$ cat src/rtl/swmc_pkg.sv
// package for the sliding window median cost block
// widths, limits and shared controller/datapath command and status types
package swmc_pkg;

  localparam int SampleW   = 32;
  localparam int CostW     = 40;
  localparam int SizeW     = 9;
  localparam int WindowMax = 256;

  // controller to datapath commands
  typedef struct packed {
    logic clear;      // config write: clear fill count and ring pointer
    logic start;      // latch sample and set up a new walk
    logic rd_ring;    // read oldest sample from ring
    logic walk;       // one step of remove/insert walk
    logic med_rd;     // read median entry
    logic sum_step;   // one step of the cost sum
    logic finish;     // update counters after the walk
  } swmc_cmd_t;

  // datapath to controller status
  typedef struct packed {
    logic full;       // window already full at start of item
    logic walk_done;  // insert/remove walk finished
    logic sum_done;   // cost sum finished
    logic will_fill;  // window full after this item
  } swmc_sts_t;

endpackage

$ cat src/rtl/swmc_ctrl.sv
// controller state machine for the sliding window median cost block
// depends on swmc_pkg; sequences the datapath through one item at a time
module swmc_ctrl (
  input  logic                clk,
  input  logic                rst,
  input  logic                sample_valid,
  output logic                sample_stall,
  input  logic                cfg_we,
  output logic                cost_valid,
  input  logic                cost_stall,
  input  swmc_pkg::swmc_sts_t sts,
  output swmc_pkg::swmc_cmd_t cmd
);
  import swmc_pkg::*;

  typedef enum logic [6:0] {
    S_IDLE = 7'b0000001,
    S_RING = 7'b0000010,
    S_WALK = 7'b0000100,
    S_MED  = 7'b0001000,
    S_MEDW = 7'b0010000,
    S_SUM  = 7'b0100000,
    S_OUT  = 7'b1000000
  } state_t;

  state_t state, state_next;
  logic   busy_out;

  // output register holds a finished cost until taken
  // a waiting cost does not block input, only the next cost sum
  assign cost_valid   = busy_out;
  assign sample_stall = (state != S_IDLE);

  always_comb begin
    cmd        = '0;
    cmd.clear  = cfg_we;
    state_next = state;
    case (state)
      S_IDLE: begin
        if (sample_valid && !sample_stall) begin
          cmd.start  = 1'b1;
          state_next = S_RING;
        end
      end
      S_RING: begin
        cmd.rd_ring = 1'b1;
        state_next  = S_WALK;
      end
      S_WALK: begin
        cmd.walk = 1'b1;
        if (sts.walk_done) begin
          state_next = S_MED;
        end
      end
      S_MED: begin
        // hold while the previous cost still waits and the sum would reuse it
        if (sts.will_fill && busy_out && cost_stall) begin
          state_next = S_MED;
        end else begin
          cmd.finish = 1'b1;
          if (sts.will_fill) begin
            cmd.med_rd = 1'b1;
            state_next = S_MEDW;
          end else begin
            state_next = S_IDLE;
          end
        end
      end
      S_MEDW: begin
        state_next = S_SUM;
      end
      S_SUM: begin
        cmd.sum_step = 1'b1;
        if (sts.sum_done) begin
          state_next = S_OUT;
        end
      end
      S_OUT: begin
        state_next = S_IDLE;
      end
      default: begin
        state_next = S_IDLE;
      end
    endcase
  end

  always_ff @(posedge clk) begin
    if (rst) begin
      state    <= S_IDLE;
      busy_out <= 1'b0;
    end else begin
      state <= state_next;
      if (state == S_OUT) begin
        busy_out <= 1'b1;
      end else if (!cost_stall) begin
        busy_out <= 1'b0;
      end
    end
  end

  // a new cost never lands on one still waiting
  a_no_overwrite: assert property (@(posedge clk) disable iff (rst)
    (state == S_OUT) |-> !busy_out) else $error("cost overwritten");
  // start only from idle
  a_start_idle: assert property (@(posedge clk) disable iff (rst)
    cmd.start |-> state == S_IDLE) else $error("start outside idle");
  // result raised only after sum
  a_out_after_sum: assert property (@(posedge clk) disable iff (rst)
    $rose(busy_out) |-> $past(state) == S_OUT) else $error("stray result");
endmodule

$ cat config.mk
export PLATFORM = sky130hd
export DESIGN_NAME = swmc_ctrl
export DESIGN_NICKNAME = d
export VERILOG_FILES = /design/src/rtl/swmc_pkg.sv /design/src/rtl/swmc_ctrl.sv
export SDC_FILE = /design/constraint.sdc
export NUM_CORES = 1
export LEC_CHECK = 0
export ABC_AREA = 1
export BUFFER_PORTS_ARGS = -buffer_cell sky130_fd_sc_hd__buf_2
export CORE_AREA = 2 2 39 41
export DETAILED_ROUTE_END_ITERATION = 10
export DIE_AREA = 0 0 41 43
export PLACE_DENSITY = 0.68
export SETUP_SLACK_MARGIN = 0.05
export SYNTH_ARGS = -nofsm -noshare
export SYNTH_HDL_FRONTEND = slang
export SYNTH_SLANG_ARGS = --single-unit
$ cat constraint.sdc
create_clock -name clk -period 1.6 [get_ports clk]
set_clock_uncertainty 0.15 [all_clocks]
set_input_delay 0.24 -clock clk [delete_from_list [all_inputs] [get_ports clk]]
set_output_delay 0.24 -clock clk [all_outputs]
set_load 0.02 [all_outputs]
Word level (Yosys, flattened, before mapping)
Index checks and enable logic that the tools add are counted.

Equality and inequality tests: 12. Mux-type cells: 18. Reductions and logical operators: 5.

Operators with widths (count): case mux 7 bit (6 select lines) (1); two-way mux 7 bit (4); two-way mux 1 bit (12); == test 7 x 1 -> 1 bit, second input constant (1); == test 7 x 2 -> 1 bit, second input constant (1); == test 7 x 3 -> 1 bit, second input constant (1); == test 7 x 4 -> 1 bit, second input constant (1); == test 7 x 5 -> 1 bit, second input constant (1); == test 7 x 6 -> 1 bit, second input constant (1); == test 7 bit, second input constant (1); inequality test 7 x 1 -> 1 bit, second input constant (1); inequality test 2 bit, second input constant (3); two-way mux 5 bit (1); logical AND 1 bit (3); AND reduction 3 bit (1); inequality test 2 x 1 -> 1 bit, second input constant (1); logical NOT 1 bit (1).

Flip-flop bits (word level): 8. Input port bits: 9. Output and inout bits: 9.

Longest topological paths before layout
Gate-level depths: netlist of run 1.

Depth in word-level cells: 5. Mapped depth: 8. Depth with buffers taken out: 8.

Least setup slack after synthesis of run 1
No wires, ideal clock.

Path type: register to output. Start: register state[6]. End: output port cmd[0] (netlist bit). Arrival: 1.068 ns. Required time: 1.210 ns. Slack: 0.142 ns. Cell stages (with the launch flop): 4. Path buffers: 0. Cell sequence: dfxtp_1 > inv_2 > nand3_4 > nor3_1.

RTL lines: start: declaration (RTL line swmc_ctrl.sv:26) `state_t state, state_next;`; start signal: assignment (RTL line swmc_ctrl.sv:92) `state <= state_next;`; end: declaration (RTL line swmc_ctrl.sv:12) `output swmc_pkg::swmc_cmd_t cmd`.

==> results of run 1 <==
per-stage QoR:
step	area, um^2	cells	util [%]	total power, mW	setup slack (ps)
3_5_place_dp	660.6	112	47.74	0.8131	170.7
5_1_grt	854.6	125	61.75	1.398	-70.99
6_report	854.6	125	61.75	1.316	4.087
2_1_floorplan	578.1	83	-	0.6952	141.8
3_3_place_gp	660.6	112	47.74	0.7977	174.2
4_1_cts	772.0	120	55.79	1.093	-4.608
flip-flops by register name, summed over array words and instances, names as in the netlist:
name and cells:
cost_valid 1, state 7
repair_timing:
action,4_1_cts,5_1_grt
endpoints found under the setup margin,7,7
pin swaps,5,7
hold endpoints to repair,0,0
gates resized for setup,20,16
buffers inserted,5,5
logic make-up (layout without fill, tap and decap cells):
logic type      after synthesis  after routing  share of synthesized area [%]
compound gates                4              4                          3.462
flops                         8              8                          27.71
simple gates                 50             50                          54.33
buf+inv                      21             47                          14.50
synthesized netlist by cell type:
master and n:
sky130_fd_sc_hd__dfxtp_1 8, sky130_fd_sc_hd__clkinv_2 1, sky130_fd_sc_hd__inv_1 15, sky130_fd_sc_hd__nand3_1 4, sky130_fd_sc_hd__nor2_1 13, sky130_fd_sc_hd__nand3_2 5, sky130_fd_sc_hd__nand2_1 8, sky130_fd_sc_hd__nand2_2 5
sky130_fd_sc_hd__nor2_2 3, sky130_fd_sc_hd__a21oi_1 3, sky130_fd_sc_hd__buf_4 1, sky130_fd_sc_hd__nor3_1 2, sky130_fd_sc_hd__inv_2 4, sky130_fd_sc_hd__nor3_2 3, sky130_fd_sc_hd__nand3_4 1, sky130_fd_sc_hd__o21ai_0 1
sky130_fd_sc_hd__nor2_4 4, sky130_fd_sc_hd__nand4_1 2
worst reg2reg max path, delay by kind of cell (launching register included):
family        cells  cell delay (ps)
simple gates      6              530
buf+inv           3              300
flops             1              380
layer usage:
metal	routed length (um)	vias up	global-route usage (%)
li1	-	305	-
met1	511	267	20.20
met2	819	9	31.56
met3	33	4	2.094
met4	36	0	11.33
met5	0	-	0
layout make-up:
cell class	count	share of cell area [%]
Inverter	20	9.810
Multi-Input combinational cell	54	44.66
Timing Repair Buffer	24	20.79
Tap cell	16	2.343
Clock buffer	3	2.635
Sequential cell	8	19.77
power by group:
group | leakage, nW | total (mW) | internal [mW] | switching, mW
clock network | 0.0138 | 0.155 | 0.0859 | 0.0693
registers | 0.0677 | 0.305 | 0.250 | 0.0543
logic | 0.326 | 0.857 | 0.387 | 0.470
total | 0.407 | 1.32 | 0.723 | 0.593
worst max path at each step:
stage	startpoint	cells past startpoint	slack, ps	end
finish	state[2]	6	4	cmd[1]
global route	state[2]	6	-70	cmd[1]
CTS	state[2]	6	-5	cmd[1]
detailed placement	state[6]	6	170	cmd[2]
global placement	state[6]	6	170	cmd[2]
floorplan	state[6]	3	140	cmd[0]
==> results_dict.tcl, run 1 <==
set metrics [dict create \
    worst-slew-pin-transition_ps 243.7 \
    number_of_optimization_iterations_in_the_first_detailed_route_pass 4 \
    worstSkewPairLatency_ps 250 \
    area_share_of_the_leading_cell_type_in_the_synthesized_netlist_pct 27.71 \
    reg2reg_setup_slack_ps 140 \
    dr_total_vias 585 \
    hpwl_um 898 \
    worst_reg2reg_path_startpoint "state[2]" \
    fin_max_slew_vios 0 \
    cpLargestDelayFamily "flip-flops" \
    multi_input_gate_area_in_the_final_layout_um2 381.6 \
    port-buffer-count 14 \
    path_clk_slew_ps 60 \
    power.static_leakage_nw 0.4071 \
    synth_seq_area_share_pct 27.71 \
    arrival_ps 1210 \
    worstPathBufferInverterCount 3 \
    cts-hold-fix-buffers 0 \
    tns_setup_ps 0 \
    hold-path-cell-count 2 \
    drt_iter0_markers 3 \
    clock_path_buffers 2 \
    setup_failing_eps_final 0 \
    status "complete, no violations" \
    power.ir.vdd_worst_mv 0.9702 \
    route.final.wire_length_um 1400 \
    timing.slew.headroom_pct 83.63 \
    tritoncts "yes" \
    h-tree-depth 1 \
    synthCells 83 \
    cells_taking_the_most_area_after_synthesis "sky130_fd_sc_hd__dfxtp_1 28%, sky130_fd_sc_hd__inv_1 9.7%, sky130_fd_sc_hd__nand3_2 8.7%" \
    drv_cap 0 \
    start_point_of_the_worst_hold_path "rst" \
    cts_root_buf "sky130_fd_sc_hd__clkbuf_4" \
    fmaxAchievable_mhz 626.6 \
    worst-path-max-fanout 5 \
    rsz0062_at_grt "yes" \
    grt_max_degree 7 \
    criticalPathCategory "register to output pin" \
    mostFrequentLayoutCell "sky130_fd_sc_hd__buf_4" \
    grt_pass1_wl_um 2208 \
    worstPathRequired_ps 1210 \
    coreArea_um2 1384 \
    period_share_pct 99.74 \
    worst_hold_path_type "input port to register" \
    fraction_of_final_layout_cells_sized_beyond_drive_strength_1_pct 63.30 \
    final_antenna_net_count 0 \
    period_minus_slack_ps 1596 \
    finalHoldWorstSlack_ps 84.68 \
    floorplan.die_area_um2 1763 \
    gr-usage-all-layers_pct 18.55 \
    initial_core_utilization_pct 41.77 \
    die_span_in_y_um 43 \
    most_frequent_cells_in_the_layout "13 x sky130_fd_sc_hd__buf_4, 11 x sky130_fd_sc_hd__inv_1, 9 x sky130_fd_sc_hd__nor2_1" \
    antennaDiodeCount 0 \
    drcViolationCount 0 \
    numCtsBuffers 3 \
    layout.nets 120 \
    netlist_area_um2 578.1 \
    final.fill_count 131 \
    synth_seq_cells 8 \
    hold_violations 0 \
    vias_per_cell 4.680 \
    globalplace.congestion 0.7950 \
    cp_cell_sequence "inv_2 > nand2_4 > nor2_4 > inv_2 > nor3_2 > buf_4" \
    synth.net_count 92 \
    startpoint_class_of_the_critical_path "register" \
    final-seq-area_um2 168.9 \
    dieWidth_um 41 \
    number_of_top_level_pins 18 \
    antenna_found_initial 0 \
    syn-mean-instance-area_um2 6.965 \
    row_count 14 \
    worst_path_most_repeated_cell "sky130_fd_sc_hd__inv_2" \
    ff2ff_path_depth 9 \
    end_kind "output pin" \
    ys_types 18 \
    power-per-cell-area_nw_per_um2 1540 \
    cts.sinks 8 \
    flow.area_growth_from_synthesis_pct 47.84 \
    critical-path-max-stage-delay_ps 350 \
    vias_in_the_first_global_route 567 \
    synth.largest_area_cell "sky130_fd_sc_hd__dfxtp_1" \
    r2r_end "state[6]" \
    synth_warnings 0 \
    global_route.overflow_total 0 \
    worst_case_hold_path_end_point "state[5]" \
    slowest_stage "sky130_fd_sc_hd__dfxtp_2" \
    avgRoutedWirePerCell_um 11.20 \
]
Power figures use the tool's default switching activity.
==> inputs of run 2 (changes only) <==
- BUFFER_PORTS_ARGS: -buffer_cell sky130_fd_sc_hd__buf_2 -> -buffer_cell sky130_fd_sc_hd__buf_4
==> run 2 against run 1 <==
  * Hold slack worse by 26 ps
  * Combinational power shrank 11%
  * Final cell count is 2.4% higher
  * Flip-flop and latch count unchanged
  * Non-clock buffer count rose by 3
  * Sequential share of layout area is essentially flat
  * Clock-buffer cell count stayed put
  * Core utilization up 1.3 points
  * Die area unchanged
==> results_dict.tcl, run 2 (synthesized netlist as in run 1, its figures left out) <==
set metrics [dict create \
    status "complete, no violations" \
    startpoint_class_of_the_critical_path "register" \
    hpwl_um 931.5 \
    worst_reg2reg_path_startpoint "state[4]" \
    hold_violations 0 \
    dr_total_vias 616 \
    dieWidth_um 41 \
    mostFrequentLayoutCell "sky130_fd_sc_hd__buf_4" \
    slowest_stage "sky130_fd_sc_hd__dfxtp_2" \
    placed_cells 112 \
    power-per-cell-area_nw_per_um2 1379 \
    clock_path_buffers 2 \
    drcViolationCount 0 \
    fin_max_slew_vios 0 \
    port-buffer-count 14 \
    top_register "state" \
    finalHoldWorstSlack_ps 59.15 \
    final-instance-count-excl-fill 128 \
    worst_path_most_repeated_cell "sky130_fd_sc_hd__inv_2" \
    avgRoutedWirePerCell_um 10.65 \
    grt_pass1_wl_um 2056 \
    worst-slew-pin-transition_ps 244.3 \
    vias_per_cell 4.813 \
    cts_root_buf "sky130_fd_sc_hd__clkbuf_4" \
    reg2reg_setup_slack_ps 210 \
    final_antenna_net_count 0 \
    cpLargestDelayFamily "simple AND/OR/NAND/NOR gates" \
    cp_cell_sequence "inv_2 > nand2_2 > nor2_4 > inv_2 > nor3_4 > buf_6" \
    gr-usage-all-layers_pct 17.58 \
    arrival_ps 1190 \
    tritoncts "yes" \
    flow.area_growth_from_synthesis_pct 50.87 \
    period_minus_slack_ps 1582 \
    floorplan.die_area_um2 1763 \
    worst-path-max-fanout 3 \
    grt.busiest_layer "met2" \
    worstPathRequired_ps 1210 \
    gr_met1_demand_resource_pct 19.34 \
    timing.slew.headroom_pct 83.59 \
    global_route.overflow_total 0 \
    antennaDiodeCount 0 \
    period_share_pct 98.91 \
    final.fill_count 141 \
    globalplace.congestion 0.7430 \
    worst_hold_path_type "input port to register" \
    worst_setup_path_startpoint "state[1]" \
    critical-path-max-stage-delay_ps 330 \
    max_ffs_per_register 7 \
    placement.cell_area_um2 695.7 \
    setup_failing_eps_final 0 \
    finalPower_mw 1.203 \
    end_kind "output pin" \
    power.static_leakage_nw 0.4224 \
    grt_use_met3_pct 7.853 \
    criticalPathCategory "register to output pin" \
    numCtsBuffers 3 \
    hold-path-cell-count 2 \
    worst_setup_path_endpoint "cmd[1]" \
    worst_slack_placed_ps 178.4 \
    power.ir.vdd_worst_mv 1.010 \
    rsz0062_at_grt "yes" \
    fmaxAchievable_mhz 631.9 \
    grt_max_degree 7 \
    row_count 14 \
    fin_area_um2 872.1 \
    tns_setup_ps 0 \
    coreArea_um2 1384 \
    die_span_in_y_um 43 \
    layout.nets 123 \
    cts.sinks 8 \
    globalRouteMet2Util_pct 28.13 \
    number_of_optimization_iterations_in_the_first_detailed_route_pass 2 \
    initial_core_utilization_pct 41.77 \
    fraction_of_final_layout_cells_sized_beyond_drive_strength_1_pct 60.71 \
    antenna_found_initial 0 \
    worstPathBufferInverterCount 3 \
    h-tree-depth 1 \
    drv_cap 0 \
    drt_iter0_markers 4 \
    start_point_of_the_worst_hold_path "rst" \
    worstSkewPairLatency_ps 250 \
    vias_in_the_first_global_route 560 \
    r2r_end "state[0]" \
    worstSetupPathDepth 6 \
    setup_ws_ps 17.51 \
    final_core_utilization_pct 63.02 \
    route.final.wire_length_um 1363 \
    path_clk_slew_ps 50 \
    number_of_top_level_pins 18 \
    ff2ff_path_depth 9 \
    most_frequent_cells_in_the_layout "23 x sky130_fd_sc_hd__buf_4, 11 x sky130_fd_sc_hd__nor2_1, 11 x sky130_fd_sc_hd__inv_1" \
]
run 2: repair_timing:
action / CTS / global route
hold buffers: 0 / 0
pin swaps: 5 / 6
setup endpoints to repair: 5 / 6
setup buffers: 6 / 7
hold endpoints to repair: 0 / 0
resized for setup: 14 / 9
run 2: where the power goes:
part           internal, mW  switching [mW]
Clock                0.0852          0.0597
Combinational         0.335           0.427
Sequential            0.253          0.0428
run 2: worst min path at each step:
| stage | to | slack, ps |
|---|---|---|
| floorplan | cost_valid | 160 |
| global placement | state[5] | 320 |
| detailed placement | state[2] | 320 |
| CTS | state[2] | 50 |
| global route | state[2] | 50 |
| finish | state[2] | 60 |
run 2: layout make-up:
| type | instances | area [um^2] | share of cell area, % |
|---|---|---|---|
| Multi-Input combinational cell | 54 | 360.3 | 41.32 |
| Timing Repair Buffer | 27 | 217.7 | 24.96 |
| Sequential cell | 8 | 172.7 | 19.80 |
| Inverter | 20 | 78.83 | 9.039 |
| Clock buffer | 3 | 22.52 | 2.582 |
| Tap cell | 16 | 20.02 | 2.296 |
run 2: routing by layer:
layer | share of wire (%) | up-vias
met5 | 0 | -
met4 | 0 | 0
met3 | 3.9 | 0
met2 | 60 | 8
met1 | 36 | 294
li1 | - | 314
run 2: worst reg2reg max path, stage by stage, from the launching register on:
cell	delay, ps
sky130_fd_sc_hd__dfxtp_1	320
sky130_fd_sc_hd__clkinv_2	110
sky130_fd_sc_hd__nand3_4	120
sky130_fd_sc_hd__buf_6	120
sky130_fd_sc_hd__nor2_4	30
sky130_fd_sc_hd__buf_4	130
sky130_fd_sc_hd__buf_4	120
sky130_fd_sc_hd__nor2_1	90
sky130_fd_sc_hd__nand3_1	80
sky130_fd_sc_hd__nand3_1	60
==> inputs of run 3 (changes only) <==
- ABC_AREA: 1 -> 0
- PLACE_DENSITY: 0.68 -> 0.6
==> run 3 against run 2 <==
  * The flow now finishes with violations (negative setup slack)
  * Highest routed layer is now met4
  * Clock power grew 9.7%
  * Clock-buffer cell count is the same
  * Die area is the same
  * Sequential power shrank 6%
  * Worst setup slack lost 420 ps
  * Flip-flop and latch count is the same
  * First-iteration DRC count grew to 3.0 times the previous value
  * Area after synthesis shrank 15%
  * Routed wire length grew 19%
  * Non-clock buffer count grew 5
  * Largest cell class unchanged
  * Critical path type unchanged
  * Hold slack lost 53 ps
  * Fmax shrank 21%
==> results_dict.tcl, run 3 <==
set metrics [dict create \
    sw_share_pct 39.71 \
    grt_max_degree 8 \
    synth_warnings 0 \
    synth.largest_area_cell "sky130_fd_sc_hd__dfxtp_1" \
    seq_power_share_pct 26.6 \
    tritoncts "yes" \
    final-instance-count-excl-fill 113 \
    setup_failing_eps_final 7 \
    setup_ws_ps -399.4 \
    area_share_of_the_leading_cell_type_in_the_synthesized_netlist_pct 32.65 \
    worstPathRequired_ps 1210 \
    hpwl_um 980.7 \
    internal_power_mw 0.6295 \
    synth.net_count 74 \
    worst-path-max-fanout 3 \
    flow.area_growth_from_synthesis_pct 92.09 \
    hold-path-cell-count 2 \
    worstPathBufferInverterCount 1 \
    final_antenna_net_count 0 \
    number_of_top_level_pins 18 \
    coreArea_um2 1384 \
    floorplan.die_area_um2 1763 \
    reg2reg_setup_slack_ps 0 \
    end_kind "output pin" \
    cpLargestDelayFamily "simple AND/OR/NAND/NOR gates" \
    fmaxAchievable_mhz 500.2 \
    pwr-share-clk_pct 15.3 \
    syn-mean-instance-area_um2 7.546 \
    power.ir.vdd_worst_mv 0.4889 \
    top_register "state" \
    startpoint_class_of_the_critical_path "register" \
    numCtsBuffers 3 \
    vias_in_the_first_global_route 598 \
    worst-slew-pin-transition_ps 257.2 \
    rsz0062_at_grt "yes" \
    antenna_found_initial 0 \
    path_clk_slew_ps 60 \
    fraction_of_final_layout_cells_sized_beyond_drive_strength_1_pct 69.07 \
    synth_seq_cells 8 \
    grt_pass1_wl_um 2580 \
    worst_hold_path_type "input port to register" \
    cts_root_buf "sky130_fd_sc_hd__clkbuf_4" \
    synthCells 65 \
    multi_input_gate_area_in_the_final_layout_um2 445.4 \
    power.static_leakage_nw 0.4042 \
    dr_total_vias 610 \
    cp_cell_sequence "or4_4 > nor2_4 > nand3b_1 > nor2_4 > buf_6" \
    route.final.wire_length_um 1625 \
    globalplace.congestion 0.8839 \
    max_ffs_per_register 7 \
    layout.nets 108 \
    total_switching_power_mw 0.4147 \
    number_of_optimization_iterations_in_the_first_detailed_route_pass 4 \
    worstSkewPairLatency_ps 270 \
    initial_core_utilization_pct 35.44 \
    antennaDiodeCount 0 \
    start_point_of_the_worst_hold_path "rst" \
    cells_taking_the_most_area_after_synthesis "sky130_fd_sc_hd__dfxtp_1 33%, sky130_fd_sc_hd__nor2_1 7.7%, sky130_fd_sc_hd__nand2_1 4.6%" \
    fin_max_slew_vios 0 \
    synth_seq_area_share_pct 32.65 \
    timing.slew.headroom_pct 82.67 \
    worst_setup_path_startpoint "state[3]" \
    clock_path_buffers 2 \
    row_count 14 \
    period_share_pct 125.0 \
    final.fill_count 107 \
    synth_most_common_cell "sky130_fd_sc_hd__nor2_1" \
    vias_per_cell 5.398 \
    async_reset_ff_share_pct 0 \
    slowest_stage "sky130_fd_sc_hd__or4_4" \
    mostFrequentLayoutCell "sky130_fd_sc_hd__buf_4" \
    power-per-cell-area_nw_per_um2 1108 \
    drt_iter0_markers 12 \
    worst_path_most_repeated_cell "sky130_fd_sc_hd__nor2_4" \
    synth_common_cells "10 x sky130_fd_sc_hd__nor2_1, 8 x sky130_fd_sc_hd__dfxtp_1, 6 x sky130_fd_sc_hd__nand2_1" \
    hold_violations 0 \
    critical-path-max-stage-delay_ps 550 \
    netlist_area_um2 490.5 \
    avgRoutedWirePerCell_um 14.38 \
    worst_reg2reg_path_startpoint "state[3]" \
    arrival_ps 1610 \
    dieWidth_um 41 \
    r2r_end "state[1]" \
    combinationalPowerShare_pct 58.1 \
    ys_types 28 \
    most_frequent_cells_in_the_layout "24 x sky130_fd_sc_hd__buf_4, 8 x sky130_fd_sc_hd__buf_6, 6 x sky130_fd_sc_hd__nand2_1, 6 x sky130_fd_sc_hd__nor2_1" \
    ys_dominant_reg_cell "sky130_fd_sc_hd__dfxtp_1" \
    ff2ff_path_depth 5 \
    gr-usage-all-layers_pct 22.78 \
    drv_cap 0 \
    worst_case_hold_path_end_point "cost_valid" \
    drcViolationCount 0 \
    port-buffer-count 14 \
    finalPower_mw 1.044 \
    final-seq-area_um2 168.9 \
    criticalPathCategory "register to output pin" \
    h-tree-depth 1 \
    synth-edff-count 0 \
    global_route.overflow_total 0 \
    placed_cells 108 \
    final_core_utilization_pct 68.08 \
    cts.sinks 8 \
    die_span_in_y_um 43 \
    period_minus_slack_ps 1999 \
    status "finished with violations" \
    violations "negative setup slack" \
]
==> run 3: changes by cell type after synthesis, moves of 4 or more <==
cell	delta
sky130_fd_sc_hd__nor2_4	-4
sky130_fd_sc_hd__inv_2	-4
sky130_fd_sc_hd__inv_1	-11
sky130_fd_sc_hd__nand3_2	-5
sky130_fd_sc_hd__nand2_2	-5
==> run 3: what timing repair did <==
item	4_1_cts	5_1_grt
pin swaps	7	7
buffers inserted	3	3
endpoints found under the setup margin	10	14
hold buffers	0	0
gates resized for setup	23	19
==> run 3: how the worst max path moves through the flow <==
stage,end,slack [ps],cells after the start
6_report,cmd[5],-400,5
5_1_grt,cmd[5],-480,5
4_1_cts,cmd[5],-410,5
3_5_place_dp,cmd[5],-150,5
3_3_place_gp,cmd[5],-120,5
2_1_floorplan,cmd[5],-270,4
==> run 3: kinds of logic (layout without fill, tap and decap cells) <==
kind of cell	after synthesis	after routing	share of synthesized area (%)
simple gates	39	39	43.37
compound gates	9	9	11.99
flops	8	8	32.65
buf+inv	7	39	7.907
fa+ha+maj	1	1	2.296
xor+xnor	1	1	1.786
==> run 3: power groups by stage <==
stage | Clock, mW | Sequential (mW) | Combinational (mW)
2_1_floorplan | 0 | 0.240 | 0.311
3_3_place_gp | 0 | 0.250 | 0.478
3_5_place_dp | 0 | 0.251 | 0.474
4_1_cts | 0.159 | 0.265 | 0.533
5_1_grt | 0.166 | 0.283 | 0.652
6_report | 0.159 | 0.278 | 0.607
==> run 3: area by class of cell <==
class	count	share of cell area, %
Inverter	4	1.594
Tap cell	16	2.125
Sequential cell	8	17.93
Timing Repair Buffer	32	28.69
Clock buffer	3	2.390
Multi-Input combinational cell	50	47.28
==> run 3: layer usage <==
| metal | global-route usage (%) | vias up | part of all wire [%] |
|---|---|---|---|
| met2 | 34.38 | 20 | 50 |
| met4 | 18.00 | 0 | 5.7 |
| met3 | 4.712 | 11 | 4.4 |
| met1 | 26.06 | 284 | 40 |
| met5 | 0 | - | 0 |
| li1 | - | 295 | - |
==> run 3: through the flow <==
step                cell area (um^2)  worst slack, ps  hold slack [ps]  setup TNS, ps
floorplan                      515.5           -266.3            159.1         -300.2
global placement               737.0           -124.7            282.0         -249.7
detailed placement             737.0           -151.8            275.0         -319.1
CTS                            855.8           -411.1            3.485          -1785
global route                   942.2           -479.9            10.01          -2257
finish                         942.2           -399.4            6.086          -1866
